**config.mk**
```make
export PLATFORM = sky130hd
export DESIGN_NAME = rolling_frame_rate_meter_core
export DESIGN_NICKNAME = d
export VERILOG_FILES = /design/src/rtl/rfrm_pkg.sv /design/src/rtl/rolling_frame_rate_meter_core.sv /design/src/rtl/rfrm_div.sv
export SDC_FILE = /design/constraint.sdc
export NUM_CORES = 1
export LEC_CHECK = 0
export BUFFER_PORTS_ARGS = -buffer_cell sky130_fd_sc_hd__buf_2
export CORE_MARGIN = 4
export CORE_UTILIZATION = 38
export DETAILED_ROUTE_END_ITERATION = 6
export GPL_ROUTABILITY_DRIVEN = 0
export PLACE_DENSITY = 0.58
export SETUP_SLACK_MARGIN = 0.05
export SLEW_MARGIN = 20
export SYNTH_ARGS = -nofsm -noshare
export SYNTH_HDL_FRONTEND = slang
export SYNTH_HIERARCHICAL = 1
export SYNTH_SLANG_ARGS = --single-unit
```
**constraint.sdc**
```tcl
create_clock -name clk_i -period 7.16 [get_ports clk_i]
set_input_delay 1.432 -clock clk_i [delete_from_list [all_inputs] [get_ports clk_i]]
set_output_delay 1.432 -clock clk_i [all_outputs]
set_load 0.005 [all_outputs]
```
**src/rtl/rfrm_pkg.sv**
```systemverilog
// rfrm_pkg: shared widths, constants and divider handshake types for the
// rolling frame-rate meter. No dependencies.
package rfrm_pkg;

  // field widths
  localparam int unsigned FRAME_W = 32;
  localparam int unsigned IDEAL_W = 30;
  localparam int unsigned SUM_W   = 36;
  localparam int unsigned FPS_W   = 10;
  localparam int unsigned BIT_W   = $clog2(FPS_W);

  // default window length
  localparam int unsigned WINDOW_DEF = 16;

  // arithmetic constants
  localparam longint unsigned NS_PER_SECOND = 64'd1000000000;
  localparam logic [IDEAL_W-1:0] IDEAL_RESET = IDEAL_W'(16666666);
  localparam logic [FPS_W-1:0] FPS_MAX = FPS_W'(999);

  // request to the divider
  typedef struct packed {
    logic             start;
    logic [SUM_W-1:0] divisor;
  } div_req_t;

  // answer from the divider
  typedef struct packed {
    logic             done;
    logic [FPS_W-1:0] quotient;
  } div_rsp_t;

endpackage

```
**src/rtl/rolling_frame_rate_meter_core.sv**
```systemverilog
// Rolling frame-rate meter: keeps the last WINDOW frame durations in a ring
// memory with a running sum, and reports frames per second over the window.
// Uses rfrm_pkg and rfrm_div.
//
// Usage:
//   Input channel (in_valid_i/in_ready_o) carries one measured frame time in
//   ns per item. Output channel (out_valid_o/out_ready_i) returns one item:
//   min(999, WINDOW*1e9 / sum) and the updated window sum.
//   cfg_we_i with ideal_frame_ns_i sets the ideal frame time and refills the
//   window with it; the write is taken only while the block is idle.
// Sequence:
//   One item at a time. After accept, the calc state does the ring
//   read-modify-write; the divider then runs a range check and resolves one
//   quotient bit per cycle over 10 bits, and stops after the range check when
//   the sum is zero or the rate saturates. The result then moves to the output
//   register. A new item is accepted only once the previous one has left the core.
// Reset:
//   The window reads as the reset ideal frame time in every slot; per-slot
//   valid bits stand in for the fill, so no clearing pass is needed.
// Stall:
//   A finished result waits in the output register; the next item is still
//   accepted and computed, and holds in the core until the register is free.
module rolling_frame_rate_meter_core import rfrm_pkg::*; #(
  parameter int unsigned WINDOW = WINDOW_DEF
) (
  input  logic               clk_i,
  input  logic               rst_ni,
  input  logic               in_valid_i,
  output logic               in_ready_o,
  input  logic [FRAME_W-1:0] frame_time_ns_i,
  output logic               out_valid_o,
  input  logic               out_ready_i,
  output logic [FPS_W-1:0]   frames_per_second_o,
  output logic [SUM_W-1:0]   window_sum_ns_o,
  input  logic               cfg_we_i,
  input  logic [IDEAL_W-1:0] ideal_frame_ns_i
);

  localparam int unsigned SLOT_W = $clog2(WINDOW);
  localparam logic [SUM_W-1:0] WIN_MUL  = SUM_W'(WINDOW);
  localparam logic [SUM_W-1:0] DIVIDEND = SUM_W'(64'(WINDOW) * NS_PER_SECOND);
  localparam logic [SUM_W-1:0] SUM_RESET =
      SUM_W'(64'(WINDOW) * 64'(IDEAL_RESET));
  localparam logic [SLOT_W-1:0] SLOT_LAST = SLOT_W'(WINDOW - 1);

  typedef enum logic [1:0] {
    S_IDLE,
    S_CALC,
    S_DIV,
    S_PUSH
  } core_state_e;

  core_state_e          state_q;
  logic [IDEAL_W-1:0]   ideal_q;
  logic [SUM_W-1:0]     sum_q;
  logic [SUM_W-1:0]     sum_d;
  logic [SLOT_W-1:0]    slot_q;
  logic [WINDOW-1:0]    valid_q;
  logic [FRAME_W-1:0]   frame_q;
  logic [FRAME_W-1:0]   rd_data_q;
  logic [FRAME_W-1:0]   old_val;
  logic                 out_valid_q;
  logic [FPS_W-1:0]     fps_q;
  logic [SUM_W-1:0]     sum_out_q;
  logic                 in_accept;
  logic                 out_free;

  // ring of frame durations
  logic [FRAME_W-1:0]   ring_mem [WINDOW];

  div_req_t div_req;
  div_rsp_t div_rsp;

  assign in_ready_o = (state_q == S_IDLE);
  assign in_accept  = in_valid_i && in_ready_o;
  assign out_free   = !out_valid_q || out_ready_i;

  // slot never written since reset or refill reads as the ideal time
  assign old_val = valid_q[slot_q] ? rd_data_q : FRAME_W'(ideal_q);
  assign sum_d   = sum_q - SUM_W'(old_val) + SUM_W'(frame_q);

  // memory port: read on accept, write back in the calc cycle; consecutive
  // items use different slots, so a read never meets a pending write
  always_ff @(posedge clk_i) begin
    if (in_accept) begin
      rd_data_q <= ring_mem[slot_q];
      frame_q   <= frame_time_ns_i;
    end
    if (state_q == S_CALC) begin
      ring_mem[slot_q] <= frame_q;
    end
  end

  // window state, sequencer and output register
  always_ff @(posedge clk_i or negedge rst_ni) begin
    if (!rst_ni) begin
      state_q     <= S_IDLE;
      ideal_q     <= IDEAL_RESET;
      sum_q       <= SUM_RESET;
      slot_q      <= '0;
      valid_q     <= '0;
      out_valid_q <= 1'b0;
      fps_q       <= '0;
      sum_out_q   <= '0;
    end else begin
      // output valid: set when a finished item moves out, cleared on handshake
      if ((state_q == S_PUSH) && out_free) begin
        out_valid_q <= 1'b1;
      end else if (out_ready_i) begin
        out_valid_q <= 1'b0;
      end
      unique case (state_q)
        S_IDLE: begin
          // register write refills the window
          if (cfg_we_i) begin
            ideal_q <= ideal_frame_ns_i;
            sum_q   <= SUM_W'(WIN_MUL * SUM_W'(ideal_frame_ns_i));
            slot_q  <= '0;
            valid_q <= '0;
          end
          if (in_accept) begin
            state_q <= S_CALC;
          end
        end
        S_CALC: begin
          sum_q           <= sum_d;
          valid_q[slot_q] <= 1'b1;
          slot_q          <= (slot_q == SLOT_LAST) ? '0 : slot_q + SLOT_W'(1);
          state_q         <= S_DIV;
        end
        S_DIV: begin
          if (div_rsp.done) begin
            state_q <= S_PUSH;
          end
        end
        S_PUSH: begin
          if (out_free) begin
            fps_q       <= div_rsp.quotient;
            sum_out_q   <= sum_q;
            state_q     <= S_IDLE;
          end
        end
        default: state_q <= S_IDLE;
      endcase
    end
  end

  // divider gets the updated sum
  assign div_req.start   = (state_q == S_CALC);
  assign div_req.divisor = sum_d;

  rfrm_div #(
    .Dividend(DIVIDEND)
  ) u_div (
    .clk_i (clk_i),
    .rst_ni(rst_ni),
    .req_i (div_req),
    .rsp_o (div_rsp)
  );

  assign out_valid_o         = out_valid_q;
  assign frames_per_second_o = fps_q;
  assign window_sum_ns_o     = sum_out_q;

`ifndef SYNTH
  // divider only finishes while the sequencer waits for it
  a_done_in_div: assert property (@(posedge clk_i) disable iff (!rst_ni)
    div_rsp.done |-> (state_q == S_DIV))
    else $error("divider done outside divide state");

  // reported rate never exceeds the saturation value
  a_fps_max: assert property (@(posedge clk_i) disable iff (!rst_ni)
    out_valid_o |-> (frames_per_second_o <= FPS_MAX))
    else $error("frame rate above saturation");

  // one item in flight: no accept right after an accept
  a_one_item: assert property (@(posedge clk_i) disable iff (!rst_ni)
    in_accept |=> !in_ready_o)
    else $error("second item accepted while busy");
`endif

endmodule

```
**src/rtl/rfrm_div.sv**
```systemverilog
// rfrm_div: iterative restoring divider of a fixed dividend by the window sum,
// one quotient bit per cycle, saturating at the maximum rate. Uses rfrm_pkg.
module rfrm_div import rfrm_pkg::*; #(
  parameter logic [SUM_W-1:0] Dividend = SUM_W'(64'(WINDOW_DEF) * NS_PER_SECOND)
) (
  input  logic     clk_i,
  input  logic     rst_ni,
  input  div_req_t req_i,
  output div_rsp_t rsp_o
);

  localparam int unsigned SH_W = SUM_W + FPS_W - 1;

  typedef enum logic [1:0] {
    D_IDLE,
    D_CHECK,
    D_ITER
  } div_state_e;

  div_state_e           state_q;
  logic [SUM_W-1:0]     div_q;
  logic [SUM_W-1:0]     rem_q;
  logic [SH_W-1:0]      dshift_q;
  logic [BIT_W-1:0]     bit_q;
  logic [FPS_W-1:0]     quot_q;
  logic                 done_q;

  logic                 big_quot;
  logic                 ge;
  logic [FPS_W-1:0]     quot_d;

  // quotient would need more than FPS_W bits, or divisor is zero
  assign big_quot = (div_q == '0) ||
                    ({div_q, {FPS_W{1'b0}}} <= (SUM_W + FPS_W)'(rem_q));

  // one restoring step
  assign ge     = (SH_W'(rem_q) >= dshift_q);
  assign quot_d = ge ? (quot_q | (FPS_W'(1) << bit_q)) : quot_q;

  always_ff @(posedge clk_i or negedge rst_ni) begin
    if (!rst_ni) begin
      state_q  <= D_IDLE;
      done_q   <= 1'b0;
      quot_q   <= '0;
      div_q    <= '0;
      rem_q    <= '0;
      dshift_q <= '0;
      bit_q    <= '0;
    end else begin
      done_q <= 1'b0;
      unique case (state_q)
        D_IDLE: begin
          if (req_i.start) begin
            div_q   <= req_i.divisor;
            rem_q   <= Dividend;
            state_q <= D_CHECK;
          end
        end
        D_CHECK: begin
          if (big_quot) begin
            quot_q  <= FPS_MAX;
            done_q  <= 1'b1;
            state_q <= D_IDLE;
          end else begin
            quot_q   <= '0;
            dshift_q <= {div_q, {(FPS_W - 1){1'b0}}};
            bit_q    <= BIT_W'(FPS_W - 1);
            state_q  <= D_ITER;
          end
        end
        D_ITER: begin
          if (ge) begin
            rem_q <= rem_q - dshift_q[SUM_W-1:0];
          end
          quot_q   <= quot_d;
          dshift_q <= dshift_q >> 1;
          bit_q    <= bit_q - BIT_W'(1);
          if (bit_q == '0) begin
            done_q  <= 1'b1;
            state_q <= D_IDLE;
          end
        end
        default: state_q <= D_IDLE;
      endcase
    end
  end

  // clamp quotients between the maximum and the next power of two
  assign rsp_o.done     = done_q;
  assign rsp_o.quotient = (quot_q > FPS_MAX) ? FPS_MAX : quot_q;

endmodule

```
==> run_results.csv <==
group,metric,value,unit
run_status,status,"complete, no violations",
global_route,grt_start_max_net_pins,152,
sta,final.min_clock_period,5480,ps
yosys,syn_inst,2542,
yosys,ys_types,98,
yosys,syn_area,38600,um2
worst_setup_path,cp_max_fo,37,
worst_setup_path,cp-startpoint,"slot_q[1]$_DFFE_PN0P_",
worst_setup_path,crit_required,7670,ps
sta,fin_hold_ws,494,ps
min_path,hold_path.startpoint,"window_sum_ns_o[33]$_DFFE_PN0P_",
global_route,grt_pass1_wl,147000,um
sta,period_share,76.5,%
cts,hold_buffers,0,
yosys,yosysSeqAreaShare,62.3,%
routing,first_pass_iters,6,
yosys,ys_seq_elements,845,
yosys,yosysTopAreaCell,"edfxtp_1",
die,die_h,327,um
yosys,yosysWarnings,6,
cts,htree_levels,3,
pwr,leakage,16.0,nW
worst_setup_path,r2r_start,"slot_q[1]$_DFFE_PN0P_",
global_route,grtUsageTotal,18.1,%
routing,routed_wl,97500,um
yosys,synthDominantCellAreaShare,44.8,%
routing,dr.first_iter.drc_count,2023,
routing,num_vias,22500,
place,placed_area,40800,um2
yosys,ys_top_cells_by_area,"edfxtp_1, dfrtp_1, mux4_2, ha_1, mux2_2",
global_route,overflow,0,
place,dp_slack,1770,ps
cts,cts_tree,"yes",
global_route,antenna_found_initial,8,
yosys,syn_nets,2756,
cells_and_area,drive_gt1_share,23.7,%
cells_and_area,nNetsFinal,2876,
cts,clkSlewWorstSetupHoldPaths,60,ps
worst_setup_path,reg2reg_slack,1680,ps
die,initial_core_util,38.4,%
routing,wl_per_cell,23.8,um
cells_and_area,mostFrequentLayoutCells,"edfxtp_1, dfrtp_1, mux4_2, a21oi_1, inv_1",
worst_setup_path,ff2ff_path_depth,15,
cells_and_area,final_common_cell,"edfxtp_1",
die,rows,116,
cts,cts_sinks,845,
worst_setup_path,endpoint,"u_div/div_q[35]$_DFFE_PN0P_",
worst_setup_path,critPathLaunchType,"flop",
worst_setup_path,reg2reg_to,"u_div/div_q[35]$_DFFE_PN0P_",
routing,ant_nets,0,
place,placed_cells,3925,
die,coreArea,100000,um2
routing,drcViolationCount,0,
die,io-pin-count,115,
worst_setup_path,worstSetupPathType,"reg -> reg",
sta,finalWorstSetupSlack,1680,ps
cts,cts.repair.resized,0,
sta,slew_headroom,23.8,%
global_route,grt_pass1_vias,23100,
sta,setup_viol,0,
yosys,synth_ff_type,"edfxtp_1",
sta,slew_violations,0,
sta,fmax,0.183,GHz
sta,fin_skew,52.7,ps
cts,clk_latency,680,ps
sta,hold_violations,0,
cts,clockRootBuffer,"clkbuf_16",
worst_setup_path,worstSetupEndpointType,"flop",
place,io_buffers,114,
min_path,hold_class,"reg -> reg",
cts,clock_path_buffers,3,
cts,post-cts-setup-buffer-count,0,
sta,worst_pin_slew,1140,ps
cells_and_area,area_delta_synth_final,13.5,%
pwr,powerDensity,516,nW/um2
die,die_area,107000,um2
yosys,async_reset_ff_share,31.8,%
yosys,synth.avg_cell_area,15.2,um2
place,hpwl,62700,um
routing,viasPerCell,5.50,
sta,tns,0,ps
yosys,synth-edff-count,576,
cells_and_area,fin_cells,4097,
worst_setup_path,arrival,5990,ps
run,max_cap_viol_count,0,
die,die_width,327,um
cts,numCtsBuffers,91,
sta,rsz0062_at_grt,"no",
cells_and_area,fin_area,43800,um2
pwr,irDropWorstVdd,0.306,mV
-- stage by stage --
stage / total power, mW / utilization, %
after floorplan: 15.0 / -
after global placement: 17.7 / 40.6
after detailed placement: 18.0 / 40.6
after CTS: 22.7 / 43.6
after global routing: 24.1 / 43.6
final: 22.6 / 43.6
-- worst max-delay path, cell delays in order (launching register included) --
cell      delay (ps)
dfrtp_4          770
mux4_2           400
mux4_2           800
buf_4            340
mux2i_1          230
fa_1             450
ha_1             410
a21oi_1          210
o21ai_0          160
a221oi_1         380
o21ai_0          140
a41o_2           280
mux2i_1          240
nand2_1          100
xor2_1           150
mux2_2           260
-- worst min-delay path by stage --
stage                                            endpoint  depth (start not counted)  slack [ps]
after floorplan                    ideal_q[8]$_DFFE_PN0P_                          2         450
after global placement             valid_q[0]$_DFFE_PN0P_                          2         480
after detailed placement            sum_q[31]$_DFFE_PN0P_                          2         480
after CTS                           sum_q[31]$_DFFE_PN0P_                          2         500
after global routing               valid_q[4]$_DFFE_PN0P_                          2         520
final                     window_sum_ns_o[33]$_DFFE_PN0P_                          2         490
-- synth_stat cells, types with 5 or more instances --
master and n:
nor3_1 14, a31oi_1 25, o311a_1 7, nor2b_1 19, clkbuf_1 75, o31ai_1 5, buf_2 23, dfstp_2 24
nor2_1 126, o21a_1 25, nand3_1 50, nand2b_1 9, buf_6 5, nor4_1 14, xor2_1 25, inv_1 123
o211ai_1 6, o221ai_1 15, a21oi_1 138, buf_1 17, mux2_2 108, or2_2 5, o21ai_1 31, o21ai_0 78
nand4_1 23, a41oi_1 5, nand2_1 103, a21o_1 40, and2_1 8, fa_1 33, a211oi_1 11, xnor2_1 41
o21bai_1 15, mux2i_1 86, and3_1 12, ha_1 114, o22a_1 7, edfxtp_1 576, mux4_2 165, dfrtp_1 245
-- metal layers --
layer | vias up | global-route usage, % | wire length [um]
met1 | 11800 | 25.2 | 42900
met5 | - | 0 | 0
met3 | 145 | 2.47 | 5120
li1 | 9990 | - | -
met4 | 0 | 4.93 | 2200
met2 | 632 | 29.8 | 47200
-- report_power, final --
part / switching, mW / leakage (nW) / internal, mW
combinational: 6.21 / 6.09 / 4.46
clock: 2.00 / 1.45 / 2.65
sequential: 0.931 / 8.45 / 6.37
-- cell type report --
class,count,area (um2)
Fill cell,8928,56600
Sequential cell,845,24100
Multi-Input combinational cell,1445,13600
Clock buffer,117,2440
Tap cell,1357,1700
Timing Repair Buffer,155,925
Clock inverter,51,559
Inverter,124,465
Antenna cell,3,7.51
-- registers in the layout (all words and copies together), names as in the netlist, 2 cells and up --
signal,flops
slot_q,4
frames_per_second_o,10
window_sum_ns_o,36
u_div/div_q,36
ideal_q,30
u_div/dshift_q,45
state_q,2
sum_q,36
frame_q,32
ring_mem,512
u_div/bit_q,4
u_div/rem_q,36
u_div/state_q,2
rd_data_q,32
u_div/quot_q,10
valid_q,16
-- kinds of logic after synthesis --
family	after synthesis	share of synthesized area (%)
muxes	360	15.0
adders and majority gates	147	5.41
AOI/OAI and AO/OA	465	7.92
and+or+nand+nor	407	5.05
DFF	845	62.3
buffers and inverters	252	2.73
xor gates and xnor gates	66	1.50
Power figures use the tool's default switching activity.
